--- src/rtl/page_replacement_policy_engine_assert.svh ---
// Assertion macros for the page replacement policy engine.
`ifndef PAGE_REPLACEMENT_POLICY_ENGINE_ASSERT_SVH
`define PAGE_REPLACEMENT_POLICY_ENGINE_ASSERT_SVH

`ifndef SYNTHESIS
`define PRPE_ASSERT_SAME(label, ante, cons) \
  label: assert property (@(posedge clk) disable iff (!rst_n) (ante) |-> (cons)) \
    else $error("assertion failed");
`define PRPE_ASSERT_NEXT(label, ante, cons) \
  label: assert property (@(posedge clk) disable iff (!rst_n) (ante) |=> (cons)) \
    else $error("assertion failed");
`else
`define PRPE_ASSERT_SAME(label, ante, cons)
`define PRPE_ASSERT_NEXT(label, ante, cons)
`endif

`endif

--- src/rtl/prpe_pkg.sv ---
// Shared types, constants and codes of the page replacement policy engine.
`timescale 1ns / 1ps
package prpe_pkg;

  localparam int PRPE_FRAMES = 8;
  localparam int PAGE_W      = 8;
  localparam int COUNT_W     = 16;
  localparam int POS_W       = 3;
  localparam int MODE_W      = 3;
  localparam int FIU_W       = 4;

  localparam logic [COUNT_W-1:0] COUNT_MAX = '1;
  localparam logic [COUNT_W-1:0] COUNT_ONE = COUNT_W'(1);

  localparam logic [MODE_W-1:0] MODE_FIFO     = 3'd0;
  localparam logic [MODE_W-1:0] MODE_LRU      = 3'd1;
  localparam logic [MODE_W-1:0] MODE_LFU_LRU  = 3'd2;
  localparam logic [MODE_W-1:0] MODE_MFU_FIFO = 3'd3;
  localparam logic [MODE_W-1:0] MODE_MFU_LRU  = 3'd4;

  localparam logic [0:0] REG_POLICY_MODE   = 1'b0;
  localparam logic [0:0] REG_FRAMES_IN_USE = 1'b1;

  localparam logic [MODE_W-1:0] MODE_RESET = MODE_FIFO;
  localparam logic [FIU_W-1:0]  FIU_RESET  = 4'd8;

  typedef struct packed {
    logic [PAGE_W-1:0]  page;
    logic [COUNT_W-1:0] count;
  } frame_t;

  typedef struct packed {
    logic [MODE_W-1:0] policy_mode;
    logic [FIU_W-1:0]  frames_in_use;
  } cfg_t;

  typedef struct packed {
    logic [PAGE_W-1:0] slot_page;
    logic [POS_W-1:0]  slot_position;
    logic              page_fault;
    logic              page_replaced;
    logic              last_slot;
  } out_item_t;

  typedef enum logic [2:0] {
    ST_IDLE,
    ST_SCAN,
    ST_DECIDE,
    ST_SHIFT,
    ST_PLACE,
    ST_EMIT_RD,
    ST_EMIT_LD,
    ST_EMIT_WAIT
  } seq_state_t;

  function automatic logic [COUNT_W-1:0] bump_count(input logic [COUNT_W-1:0] c);
    bump_count = (c == COUNT_MAX) ? c : c + COUNT_ONE;
  endfunction

endpackage

--- src/rtl/prpe_ifs.sv ---
// Valid/ready channel interfaces for page references and list entries.
`timescale 1ns / 1ps
interface prpe_in_if import prpe_pkg::*; ();
  logic              valid;
  logic              ready;
  logic [PAGE_W-1:0] page_ref;

  modport source (output valid, output page_ref, input ready);
  modport sink (input valid, input page_ref, output ready);
endinterface

interface prpe_out_if import prpe_pkg::*; ();
  logic              valid;
  logic              ready;
  logic [PAGE_W-1:0] slot_page;
  logic [POS_W-1:0]  slot_position;
  logic              page_fault;
  logic              page_replaced;
  logic              last_slot;

  modport source (output valid, output slot_page, output slot_position,
                  output page_fault, output page_replaced, output last_slot,
                  input ready);
  modport sink (input valid, input slot_page, input slot_position,
                input page_fault, input page_replaced, input last_slot,
                output ready);
endinterface

--- src/rtl/prpe_cfg.sv ---
// APB register block holding the policy mode and the frame limit.
`timescale 1ns / 1ps
module prpe_cfg import prpe_pkg::*; (
  input  logic        clk,
  input  logic        rst_n,
  input  logic        psel,
  input  logic        penable,
  input  logic        pwrite,
  input  logic [2:0]  paddr,
  input  logic [31:0] pwdata,
  output logic [31:0] prdata,
  output logic        pready,
  output cfg_t        cfg
);

  logic [MODE_W-1:0] mode_r;
  logic [FIU_W-1:0]  fiu_r;
  logic [0:0]        reg_idx;
  logic              wr_en;

  assign reg_idx = paddr[2:2];
  assign wr_en   = psel & penable & pwrite;
  assign pready  = 1'b1;

  always_ff @(posedge clk) begin
    if (!rst_n) begin
      mode_r <= MODE_RESET;
      fiu_r  <= FIU_RESET;
    end else if (wr_en) begin
      case (reg_idx)
        REG_POLICY_MODE:   mode_r <= pwdata[MODE_W-1:0];
        REG_FRAMES_IN_USE: fiu_r  <= pwdata[FIU_W-1:0];
        default: ;
      endcase
    end
  end

  always_comb begin
    case (reg_idx)
      REG_POLICY_MODE:   prdata = {{(32-MODE_W){1'b0}}, mode_r};
      REG_FRAMES_IN_USE: prdata = {{(32-FIU_W){1'b0}}, fiu_r};
      default:           prdata = '0;
    endcase
  end

  assign cfg.policy_mode   = mode_r;
  assign cfg.frames_in_use = fiu_r;

endmodule

--- src/rtl/prpe_frame_mem.sv ---
// Frame list memory: page id and use count per position, registered read.
`timescale 1ns / 1ps
module prpe_frame_mem import prpe_pkg::*; #(
  parameter int FRAMES = PRPE_FRAMES,
  parameter int IDX_W  = (FRAMES > 1) ? $clog2(FRAMES) : 1
) (
  input  logic             clk,
  input  logic [IDX_W-1:0] rd_addr,
  output frame_t           rd_data,
  input  logic             wr_en,
  input  logic [IDX_W-1:0] wr_addr,
  input  frame_t           wr_data
);

  frame_t mem [FRAMES];

  always_ff @(posedge clk) begin
    if (wr_en) begin
      mem[wr_addr] <= wr_data;
    end
  end

  always_ff @(posedge clk) begin
    rd_data <= mem[rd_addr];
  end

endmodule

--- src/rtl/prpe_seq.sv ---
// Sequencer: scan, victim pick, list shift, placement and list readout.
`timescale 1ns / 1ps
module prpe_seq import prpe_pkg::*; #(
  parameter int FRAMES = PRPE_FRAMES,
  parameter int IDX_W  = (FRAMES > 1) ? $clog2(FRAMES) : 1,
  parameter int OCC_W  = $clog2(FRAMES + 1)
) (
  input  logic              clk,
  input  logic              rst_n,
  input  cfg_t              cfg,
  prpe_in_if.sink           in_chan,
  prpe_out_if.source        out_chan,
  output logic [IDX_W-1:0]  mem_rd_addr,
  input  frame_t            mem_rd_data,
  output logic              mem_wr_en,
  output logic [IDX_W-1:0]  mem_wr_addr,
  output frame_t            mem_wr_data
);

  localparam int CMP_W = (OCC_W > FIU_W) ? OCC_W : FIU_W;

  seq_state_t         state_r, state_nxt;
  logic [PAGE_W-1:0]  page_r, page_nxt;
  logic [OCC_W-1:0]   occ_r, occ_nxt;
  logic [OCC_W-1:0]   k_r, k_nxt;
  logic               pend_r, pend_nxt;
  logic [IDX_W-1:0]   pend_pos_r, pend_pos_nxt;
  logic               hit_r, hit_nxt;
  logic [IDX_W-1:0]   hit_pos_r, hit_pos_nxt;
  logic [COUNT_W-1:0] hit_cnt_r, hit_cnt_nxt;
  logic [IDX_W-1:0]   vic_pos_r, vic_pos_nxt;
  logic [COUNT_W-1:0] vic_cnt_r, vic_cnt_nxt;
  frame_t             place_r, place_nxt;
  logic [IDX_W-1:0]   place_pos_r, place_pos_nxt;
  logic               fault_r, fault_nxt;
  logic               repl_r, repl_nxt;
  out_item_t          out_r, out_nxt;
  logic               out_valid_r, out_valid_nxt;

  logic [MODE_W-1:0]  mode;
  logic [CMP_W-1:0]   fiu_c;
  logic [CMP_W-1:0]   lim_c;
  logic               full;
  logic [OCC_W-1:0]   k_dec;
  logic [OCC_W-1:0]   k_inc;
  logic [OCC_W-1:0]   occ_dec;
  logic               better;
  logic               count_mode;

  assign mode  = (cfg.policy_mode > MODE_MFU_LRU) ? MODE_FIFO : cfg.policy_mode;
  assign fiu_c = CMP_W'(cfg.frames_in_use);

  always_comb begin
    lim_c = (fiu_c == '0) ? CMP_W'(1) : fiu_c;
    if (lim_c > CMP_W'(FRAMES)) begin
      lim_c = CMP_W'(FRAMES);
    end
  end

  assign full       = CMP_W'(occ_r) >= lim_c;
  assign k_dec      = k_r - 1'b1;
  assign k_inc      = k_r + 1'b1;
  assign occ_dec    = occ_r - 1'b1;
  assign count_mode = (mode == MODE_LFU_LRU) || (mode == MODE_MFU_FIFO) ||
                      (mode == MODE_MFU_LRU);
  assign better     = (mode == MODE_LFU_LRU) ? (mem_rd_data.count <= vic_cnt_r)
                                             : (mem_rd_data.count >= vic_cnt_r);

  assign in_chan.ready          = (state_r == ST_IDLE);
  assign out_chan.valid         = out_valid_r;
  assign out_chan.slot_page     = out_r.slot_page;
  assign out_chan.slot_position = out_r.slot_position;
  assign out_chan.page_fault    = out_r.page_fault;
  assign out_chan.page_replaced = out_r.page_replaced;
  assign out_chan.last_slot     = out_r.last_slot;

  always_ff @(posedge clk) begin
    if (!rst_n) begin
      state_r     <= ST_IDLE;
      occ_r       <= '0;
      k_r         <= '0;
      pend_r      <= 1'b0;
      hit_r       <= 1'b0;
      out_valid_r <= 1'b0;
    end else begin
      state_r     <= state_nxt;
      occ_r       <= occ_nxt;
      k_r         <= k_nxt;
      pend_r      <= pend_nxt;
      hit_r       <= hit_nxt;
      out_valid_r <= out_valid_nxt;
    end
  end

  always_ff @(posedge clk) begin
    page_r      <= page_nxt;
    pend_pos_r  <= pend_pos_nxt;
    hit_pos_r   <= hit_pos_nxt;
    hit_cnt_r   <= hit_cnt_nxt;
    vic_pos_r   <= vic_pos_nxt;
    vic_cnt_r   <= vic_cnt_nxt;
    place_r     <= place_nxt;
    place_pos_r <= place_pos_nxt;
    fault_r     <= fault_nxt;
    repl_r      <= repl_nxt;
    out_r       <= out_nxt;
  end

  always_comb begin
    state_nxt     = state_r;
    page_nxt      = page_r;
    occ_nxt       = occ_r;
    k_nxt         = k_r;
    pend_nxt      = pend_r;
    pend_pos_nxt  = pend_pos_r;
    hit_nxt       = hit_r;
    hit_pos_nxt   = hit_pos_r;
    hit_cnt_nxt   = hit_cnt_r;
    vic_pos_nxt   = vic_pos_r;
    vic_cnt_nxt   = vic_cnt_r;
    place_nxt     = place_r;
    place_pos_nxt = place_pos_r;
    fault_nxt     = fault_r;
    repl_nxt      = repl_r;
    out_nxt       = out_r;
    out_valid_nxt = out_valid_r;
    mem_rd_addr   = k_r[IDX_W-1:0];
    mem_wr_en     = 1'b0;
    mem_wr_addr   = place_pos_r;
    mem_wr_data   = place_r;

    case (state_r)
      ST_IDLE: begin
        if (in_chan.valid) begin
          page_nxt  = in_chan.page_ref;
          k_nxt     = '0;
          pend_nxt  = 1'b0;
          hit_nxt   = 1'b0;
          state_nxt = ST_SCAN;
        end
      end

      ST_SCAN: begin
        if (pend_r) begin
          if (!hit_r && (mem_rd_data.page == page_r)) begin
            hit_nxt     = 1'b1;
            hit_pos_nxt = pend_pos_r;
            hit_cnt_nxt = mem_rd_data.count;
          end
          if ((pend_pos_r == '0) || better) begin
            vic_pos_nxt = pend_pos_r;
            vic_cnt_nxt = mem_rd_data.count;
          end
        end
        if (k_r != occ_r) begin
          pend_nxt     = 1'b1;
          pend_pos_nxt = k_r[IDX_W-1:0];
          k_nxt        = k_inc;
        end else begin
          pend_nxt = 1'b0;
          if (!pend_r) begin
            state_nxt = ST_DECIDE;
          end
        end
      end

      ST_DECIDE: begin
        state_nxt = ST_SHIFT;
        pend_nxt  = 1'b0;
        if (!hit_r) begin
          fault_nxt     = 1'b1;
          place_nxt     = '{page: page_r, count: COUNT_ONE};
          place_pos_nxt = '0;
          if (full) begin
            repl_nxt = 1'b1;
            k_nxt    = count_mode ? OCC_W'(vic_pos_r) : occ_dec;
          end else begin
            repl_nxt = 1'b0;
            k_nxt    = occ_r;
            occ_nxt  = occ_r + 1'b1;
          end
        end else begin
          fault_nxt = 1'b0;
          repl_nxt  = 1'b0;
          case (mode)
            MODE_LRU: begin
              place_nxt     = '{page: page_r, count: hit_cnt_r};
              place_pos_nxt = '0;
              k_nxt         = OCC_W'(hit_pos_r);
            end
            MODE_LFU_LRU, MODE_MFU_LRU: begin
              place_nxt     = '{page: page_r, count: bump_count(hit_cnt_r)};
              place_pos_nxt = '0;
              k_nxt         = OCC_W'(hit_pos_r);
            end
            MODE_MFU_FIFO: begin
              place_nxt     = '{page: page_r, count: bump_count(hit_cnt_r)};
              place_pos_nxt = hit_pos_r;
              k_nxt         = '0;
            end
            default: begin
              place_nxt     = '{page: page_r, count: hit_cnt_r};
              place_pos_nxt = hit_pos_r;
              k_nxt         = '0;
            end
          endcase
        end
      end

      ST_SHIFT: begin
        mem_rd_addr = k_dec[IDX_W-1:0];
        if (pend_r) begin
          mem_wr_en   = 1'b1;
          mem_wr_addr = pend_pos_r + 1'b1;
          mem_wr_data = mem_rd_data;
        end
        if (k_r != '0) begin
          pend_nxt     = 1'b1;
          pend_pos_nxt = k_dec[IDX_W-1:0];
          k_nxt        = k_dec;
        end else begin
          pend_nxt = 1'b0;
          if (!pend_r) begin
            state_nxt = ST_PLACE;
          end
        end
      end

      ST_PLACE: begin
        mem_wr_en   = 1'b1;
        mem_wr_addr = place_pos_r;
        mem_wr_data = place_r;
        k_nxt       = '0;
        state_nxt   = ST_EMIT_RD;
      end

      ST_EMIT_RD: begin
        state_nxt = ST_EMIT_LD;
      end

      ST_EMIT_LD: begin
        out_nxt.slot_page     = mem_rd_data.page;
        out_nxt.slot_position = POS_W'(k_r);
        out_nxt.page_fault    = fault_r;
        out_nxt.page_replaced = repl_r;
        out_nxt.last_slot     = (k_inc == occ_r);
        out_valid_nxt         = 1'b1;
        state_nxt             = ST_EMIT_WAIT;
      end

      ST_EMIT_WAIT: begin
        if (out_chan.ready) begin
          out_valid_nxt = 1'b0;
          k_nxt         = k_inc;
          state_nxt     = out_r.last_slot ? ST_IDLE : ST_EMIT_RD;
        end
      end

      default: begin
        state_nxt = ST_IDLE;
      end
    endcase
  end

endmodule

--- src/rtl/page_replacement_policy_engine.sv ---
// Page replacement policy engine, top level.
// A page reference enters on in_chan (valid/ready, field page_ref). The
// block looks it up in its frame list, applies the policy selected by the
// policy_mode register (FIFO, LRU, LFU-LRU, MFU-FIFO, MFU-LRU), then sends
// the whole resident list on out_chan, front first, one transfer per entry,
// with last_slot set on the final entry and the fault/replace flags on all.
// Registers policy_mode (0x0) and frames_in_use (0x4) sit on the APB port;
// write them only while no reference is in flight.
// in_chan.ready is high only between items. An accepted reference goes
// through scan and decision, then list shift and placement, then a read of
// each entry from the front; the results follow one by one, and the next
// reference is accepted only after the final entry has been taken.
// The single memory port pair of the frame list and the one compare unit
// make these steps run in turn.
// A stalled receiver holds the current entry in the output register and the
// sequencer waits; nothing is dropped.
// Reset (rst_n low at a clock edge) empties the list and restores FIFO mode
// with eight frames; frame contents stay as they were and are never read.
`timescale 1ns / 1ps
`include "page_replacement_policy_engine_assert.svh"
module page_replacement_policy_engine import prpe_pkg::*; #(
  parameter int FRAMES = PRPE_FRAMES
) (
  input  logic        clk,
  input  logic        rst_n,
  prpe_in_if.sink     in_chan,
  prpe_out_if.source  out_chan,
  input  logic        psel,
  input  logic        penable,
  input  logic        pwrite,
  input  logic [2:0]  paddr,
  input  logic [31:0] pwdata,
  output logic [31:0] prdata,
  output logic        pready
);

  localparam int IDX_W = (FRAMES > 1) ? $clog2(FRAMES) : 1;
  localparam int OCC_W = $clog2(FRAMES + 1);

  cfg_t             cfg;
  logic [IDX_W-1:0] mem_rd_addr;
  frame_t           mem_rd_data;
  logic             mem_wr_en;
  logic [IDX_W-1:0] mem_wr_addr;
  frame_t           mem_wr_data;
  logic             out_last_xfer;

  prpe_cfg u_cfg (
    .clk     (clk),
    .rst_n   (rst_n),
    .psel    (psel),
    .penable (penable),
    .pwrite  (pwrite),
    .paddr   (paddr),
    .pwdata  (pwdata),
    .prdata  (prdata),
    .pready  (pready),
    .cfg     (cfg)
  );

  prpe_frame_mem #(
    .FRAMES (FRAMES),
    .IDX_W  (IDX_W)
  ) u_mem (
    .clk     (clk),
    .rd_addr (mem_rd_addr),
    .rd_data (mem_rd_data),
    .wr_en   (mem_wr_en),
    .wr_addr (mem_wr_addr),
    .wr_data (mem_wr_data)
  );

  prpe_seq #(
    .FRAMES (FRAMES),
    .IDX_W  (IDX_W),
    .OCC_W  (OCC_W)
  ) u_seq (
    .clk         (clk),
    .rst_n       (rst_n),
    .cfg         (cfg),
    .in_chan     (in_chan),
    .out_chan    (out_chan),
    .mem_rd_addr (mem_rd_addr),
    .mem_rd_data (mem_rd_data),
    .mem_wr_en   (mem_wr_en),
    .mem_wr_addr (mem_wr_addr),
    .mem_wr_data (mem_wr_data)
  );

  assign out_last_xfer = out_chan.valid && out_chan.ready && out_chan.last_slot;

  `PRPE_ASSERT_SAME(a_ready_not_emitting, in_chan.ready, !out_chan.valid)
  `PRPE_ASSERT_NEXT(a_busy_after_accept, in_chan.valid && in_chan.ready, !in_chan.ready)
  `PRPE_ASSERT_NEXT(a_idle_after_last, out_last_xfer, in_chan.ready)

endmodule

--- src/flat_wrapper.sv ---
// flat-port wrapper written by rule: the top's interface ports become plain ports
module page_replacement_policy_engine_flat import prpe_pkg::*;
#(
  parameter int FRAMES = PRPE_FRAMES
)
  (clk, rst_n, psel, penable, pwrite, paddr, pwdata, prdata, pready, in_chan_valid, in_chan_page_ref, in_chan_ready, out_chan_valid, out_chan_slot_page, out_chan_slot_position, out_chan_page_fault, out_chan_page_replaced, out_chan_last_slot, out_chan_ready);
  prpe_in_if in_chan_i ();
  prpe_out_if out_chan_i ();
  input  logic clk;
  input  logic rst_n;
  input  logic psel;
  input  logic penable;
  input  logic pwrite;
  input  logic [2:0] paddr;
  input  logic [31:0] pwdata;
  output logic [31:0] prdata;
  output logic pready;
  input wire logic [$bits(in_chan_i.valid)-1:0] in_chan_valid;
  input wire logic [$bits(in_chan_i.page_ref)-1:0] in_chan_page_ref;
  output wire logic [$bits(in_chan_i.ready)-1:0] in_chan_ready;
  output wire logic [$bits(out_chan_i.valid)-1:0] out_chan_valid;
  output wire logic [$bits(out_chan_i.slot_page)-1:0] out_chan_slot_page;
  output wire logic [$bits(out_chan_i.slot_position)-1:0] out_chan_slot_position;
  output wire logic [$bits(out_chan_i.page_fault)-1:0] out_chan_page_fault;
  output wire logic [$bits(out_chan_i.page_replaced)-1:0] out_chan_page_replaced;
  output wire logic [$bits(out_chan_i.last_slot)-1:0] out_chan_last_slot;
  input wire logic [$bits(out_chan_i.ready)-1:0] out_chan_ready;
  assign in_chan_i.valid = in_chan_valid;
  assign in_chan_i.page_ref = in_chan_page_ref;
  assign in_chan_ready = in_chan_i.ready;
  assign out_chan_valid = out_chan_i.valid;
  assign out_chan_slot_page = out_chan_i.slot_page;
  assign out_chan_slot_position = out_chan_i.slot_position;
  assign out_chan_page_fault = out_chan_i.page_fault;
  assign out_chan_page_replaced = out_chan_i.page_replaced;
  assign out_chan_last_slot = out_chan_i.last_slot;
  assign out_chan_i.ready = out_chan_ready;
  page_replacement_policy_engine #(.FRAMES(FRAMES)) u_core (.clk(clk), .rst_n(rst_n), .in_chan(in_chan_i), .out_chan(out_chan_i), .psel(psel), .penable(penable), .pwrite(pwrite), .paddr(paddr), .pwdata(pwdata), .prdata(prdata), .pready(pready));
endmodule
--- config.mk ---
export PLATFORM = sky130hd
export DESIGN_NAME = page_replacement_policy_engine_flat
export DESIGN_NICKNAME = d
export VERILOG_FILES = /design/src/rtl/prpe_pkg.sv /design/src/rtl/prpe_ifs.sv /design/src/rtl/prpe_cfg.sv /design/src/rtl/prpe_frame_mem.sv /design/src/rtl/prpe_seq.sv /design/src/rtl/page_replacement_policy_engine.sv /design/src/flat_wrapper.sv
export VERILOG_INCLUDE_DIRS = /design/src /design/src/rtl
export SDC_FILE = /design/constraint.sdc
export NUM_CORES = 1
export LEC_CHECK = 0
export ABC_AREA = 1
export BUFFER_PORTS_ARGS = -buffer_cell sky130_fd_sc_hd__buf_2
export CAP_MARGIN = 30
export CELL_PAD_IN_SITES_DETAIL_PLACEMENT = 0
export CELL_PAD_IN_SITES_GLOBAL_PLACEMENT = 2
export CORE_MARGIN = 3
export CORE_UTILIZATION = 43
export DETAILED_ROUTE_END_ITERATION = 10
export PLACE_DENSITY = 0.83
export SYNTH_ARGS = -nofsm -noshare
export SYNTH_HDL_FRONTEND = slang
export SYNTH_SLANG_ARGS = --single-unit
--- constraint.sdc ---
create_clock -name clk -period 5 [get_ports clk]
set_input_delay 0.75 -clock clk [delete_from_list [all_inputs] [get_ports clk]]
set_output_delay 0.75 -clock clk [all_outputs]
set_load 0.02 [all_outputs]
==> run_results.csv <==
group,metric,value,unit
routing,drtIter0Drc,643,
pwr,leakage,6.344,nW
timing,setup_viol_count_final,0,
timing,fin_skew,0.01192,ns
timing,drv_slew,0,
timing,fmax,339.3,MHz
worst_setup_path,cp-start-kind,"flop",
worst_hold_path,min_path_type,"input pin to flop",
pwr,p_int,5.525,mW
worst_setup_path,critPathKind,"flop to flop",
global_routing,grt_max_degree,64,
floorplan,die_h,188.2,um
routing,drt_wl_total,32280,um
worst_setup_path,max_stage_delay,0.56,ns
worst_setup_path,path_max_fanout,36,
final_layout,final_cells,1875,
placement,dp_slack,2.032,ns
worst_setup_path,r2r_cells,9,
floorplan,row_count,66,
clocking,cts_htree_levels,2,
clocking,post_cts_resized,0,
worst_hold_path,worstHoldPathCells,1,
job,drv_cap,0,
clocking,cts_sinks,329,
clocking,cts_tree,"built",
routing,dr.pass1.iters,7,
pwr,p_clk_share,31.7,%
synth,synthSimpleGateAreaFrac,20.85,%
synth,synthAdderAreaFrac,2.455,%
synth,synth-compound-area-share,3.657,%
pwr,max-vdd-ir-drop,298.4,uV
synth,syn-cell-area,14270,um^2
clocking,numCtsBuffers,37,
timing,maxSlewHeadroom,35.71,%
final_layout,final_core_util,49.42,%
routing,routed_via_density,4.945,
placement,gp_congestion,0.7486,
synth,synth_top_family_by_area,"simple AND/OR/NAND/NOR gates",
floorplan,boundaryPins,99,
placement,placedCellCount,1807,
placement,dpl-instance-area,14930,um^2
final_layout,syn2layout_area_growth,12.97,%
floorplan,coreArea,32620,um^2
worst_setup_path,path_depth,9,
synth,syn-instance-count,1356,
worst_setup_path,cp.required,5.17,ns
timing,worst_slack,2.053,ns
synth,synth_seq_cells,329,
clocking,postCtsSetupBuffers,0,
synth,synth.avg_cell_area,10.52,um^2
routing,antenna_left,0,
worst_setup_path,cp_top_family,"buffers and inverters",
worst_setup_path,cp_num_buf_inv,3,
timing,rsz0062_at_grt,"no",
routing,wl_per_cell,17.22,um
global_routing,gr-total-overflow,0,
timing,worst_slew_pin_slew,0.9543,ns
synth,synth_cell_type_count,39,
pwr,pwr-share-comb,23.0,%
final_layout,drive_above_1_share,10.12,%
final_layout,finish.instance_area,16120,um^2
timing,min_period,2.947,ns
worst_setup_path,cp.arrival,3.12,ns
synth,synth.area.mux_share,0,%
synth,synthXorXnorAreaFrac,1.105,%
global_routing,grt_first_pass_wirelength,50860,um
synth,yosys_warnings,0,
pwr,p_sw,2.642,mW
worst_setup_path,slowest_stage,"dfxtp_1",
timing,whs,0.3910,ns
placement,io_buffers,39,
floorplan,fp.dieArea,35400,um^2
run_status,outcome,"finished, final reports clean",
final_layout,antenna_cells,0,
global_routing,first_global_vias,8890,
global_routing,grt_antenna_before_repair,0,
pwr,p_seq_share,45.3,%
floorplan,die_width,188.2,um
worst_setup_path,crit_chain,"nor2_4 > nand2_2 > buf_4 > inv_2 > or2_2 > nand2_1 > nand2_1 > nor2_2 > buf_4",
pwr,powerDensity,506.6,nW/um^2
pwr,finalPower,8.167,mW
timing,period_share,58.94,%
routing,drcViolationCount,0,
routing,vias,9272,
global_routing,grt.total_usage,18.41,%
final_layout,fin_nets,1482,
pwr,sw_frac_of_total,32.35,%
worst_setup_path,end_kind,"flop",
clocking,hold_buffers,0,
floorplan,start_util,43.74,%
clocking,clkLatencyLatePin,0.53,ns
clocking,clockBufferDepth,3,
clocking,cts_root_buf,"clkbuf_16",
synth,synth_seq_area_share,66.08,%
timing,setup_tns,0,ns
placement,place_hpwl,19500,um
clocking,clk_pin_slew,0.06,ns
timing,hold_viol_final,0,
==> worst register-to-register path: cells and delay by family, from the launching register on <==
family	cells	cell delay [ns]
AND/OR/NAND/NOR	6	0.86
buffers and inverters	3	1.13
flip-flops	1	0.56
==> flip-flops by register name, summed over array words and instances (netlist names), 3 cells and up <==
signal / count
u_core.u_cfg.fiu_r: 4
u_core.u_cfg.mode_r: 3
u_core.u_mem.mem: 192
u_core.u_mem.rd_data: 24
u_core.u_seq.hit_cnt_r: 16
u_core.u_seq.hit_pos_r: 3
u_core.u_seq.k_r: 4
u_core.u_seq.occ_r: 4
u_core.u_seq.out_chan.slot_page: 8
u_core.u_seq.out_chan.slot_position: 3
u_core.u_seq.page_r: 8
u_core.u_seq.pend_pos_r: 3
u_core.u_seq.place_pos_r: 3
u_core.u_seq.place_r: 24
u_core.u_seq.state_r: 3
u_core.u_seq.vic_cnt_r: 16
u_core.u_seq.vic_pos_r: 3
==> cell usage in the layout, fill, tap and decap left out, types with 2 or more instances in the layout <==
| cell type | n |
|---|---|
| nor2_1 | 49 |
| clkinv_1 | 6 |
| clkbuf_1 | 11 |
| edfxtp_1 | 284 |
| dfxtp_1 | 45 |
| buf_8 | 2 |
| clkbuf_8 | 8 |
| nand2_1 | 420 |
| clkinvlp_4 | 2 |
| a21oi_1 | 38 |
| inv_1 | 96 |
| o21a_1 | 2 |
| inv_2 | 6 |
| nand3_1 | 182 |
| nor2_2 | 11 |
| nor3_2 | 2 |
| conb_1 | 29 |
| nand2_2 | 3 |
| o21bai_1 | 5 |
| nor3_1 | 9 |
| xor2_1 | 10 |
| nand4_1 | 16 |
| o21ai_0 | 42 |
| clkbuf_16 | 37 |
| clkinv_2 | 2 |
| buf_4 | 16 |
| or2_2 | 4 |
| buf_2 | 40 |
| xnor2_1 | 8 |
| ha_1 | 27 |
==> path summary, 6_finish.rpt <==
path | from | end | slack (ns)
max | u_core.u_seq.state_r[2]$_SDFFE_PN0P_ | u_core.u_mem.mem[3][3]$_DFFE_PP_ | 2.05
min | in_chan_page_ref[6] | u_core.u_seq.page_r[6]$_DFFE_PP_ | 0.39
max reg2reg | u_core.u_seq.state_r[2]$_SDFFE_PN0P_ | u_core.u_mem.mem[3][3]$_DFFE_PP_ | 2.05
min reg2reg | u_core.u_seq.fault_r$_DFFE_PP_ | u_core.u_seq.out_chan.page_fault$_DFFE_PP_ | 0.42
==> synthesized netlist by cell type, drive strengths merged <==
library cell	count	area share, %
nand3	182	6.4
nor4	1	0.044
buf	47	2.2
dfxtp	45	6.3
clkbuf	31	0.82
nand2	423	11
xnor2	8	0.49
conb	2	0.053
a31oi	1	0.044
and3	1	0.044
o311ai	1	0.061
inv	102	2.7
nor3b	1	0.053
nor2	61	1.7
clkinv	2	0.053
or2	4	0.18
o21ai	43	1.5
edfxtp	284	60
a21oi	40	1.5
nor3	12	0.53
nand4	16	0.70
a22oi	1	0.053
xor2	10	0.61
o21bai	5	0.26
ha	28	2.5
a2111oi	1	0.061
nand3b	1	0.053
o21a	2	0.11
a21o	1	0.053
==> cell type report <==
| cell class | count | area [um^2] |
|---|---|---|
| flip-flops and latches | 329 | 9429 |
| fillers | 2980 | 16500 |
| inverters | 104 | 390.4 |
| clock inverters | 12 | 115.1 |
| well taps | 442 | 553.0 |
| multi-input cells | 872 | 4156 |
| repair buffers | 60 | 397.9 |
| clock buffers | 56 | 1077 |
==> metal layers <==
layer | vias up | wire (um) | track usage, %
met5 | - | 0 | 0
met3 | 53 | 1443 | 2.617
met2 | 199 | 14870 | 29.32
li1 | 4652 | - | -
met4 | 0 | 716 | 5.224
met1 | 4368 | 15250 | 26.52
==> power groups by stage <==
| stage | logic [mW] | registers (mW) | clock network, mW |
|---|---|---|---|
| 2_1_floorplan | 1.39 | 3.63 | 0 |
| 3_3_place_gp | 1.85 | 3.75 | 0 |
| 3_5_place_dp | 1.90 | 3.75 | 0 |
| 4_1_cts | 1.91 | 3.70 | 2.65 |
| 5_1_grt | 2.17 | 3.73 | 2.78 |
| 6_report | 1.88 | 3.70 | 2.59 |
==> cells by family after synthesis <==
family	count (synthesis)
and+or+nand+nor	702
DFF	329
AOI/OAI and AO/OA	95
adders and majority gates	28
buffers and inverters	182
xor gates and xnor gates	18
other	2
(Power assumes the default switching activity.)
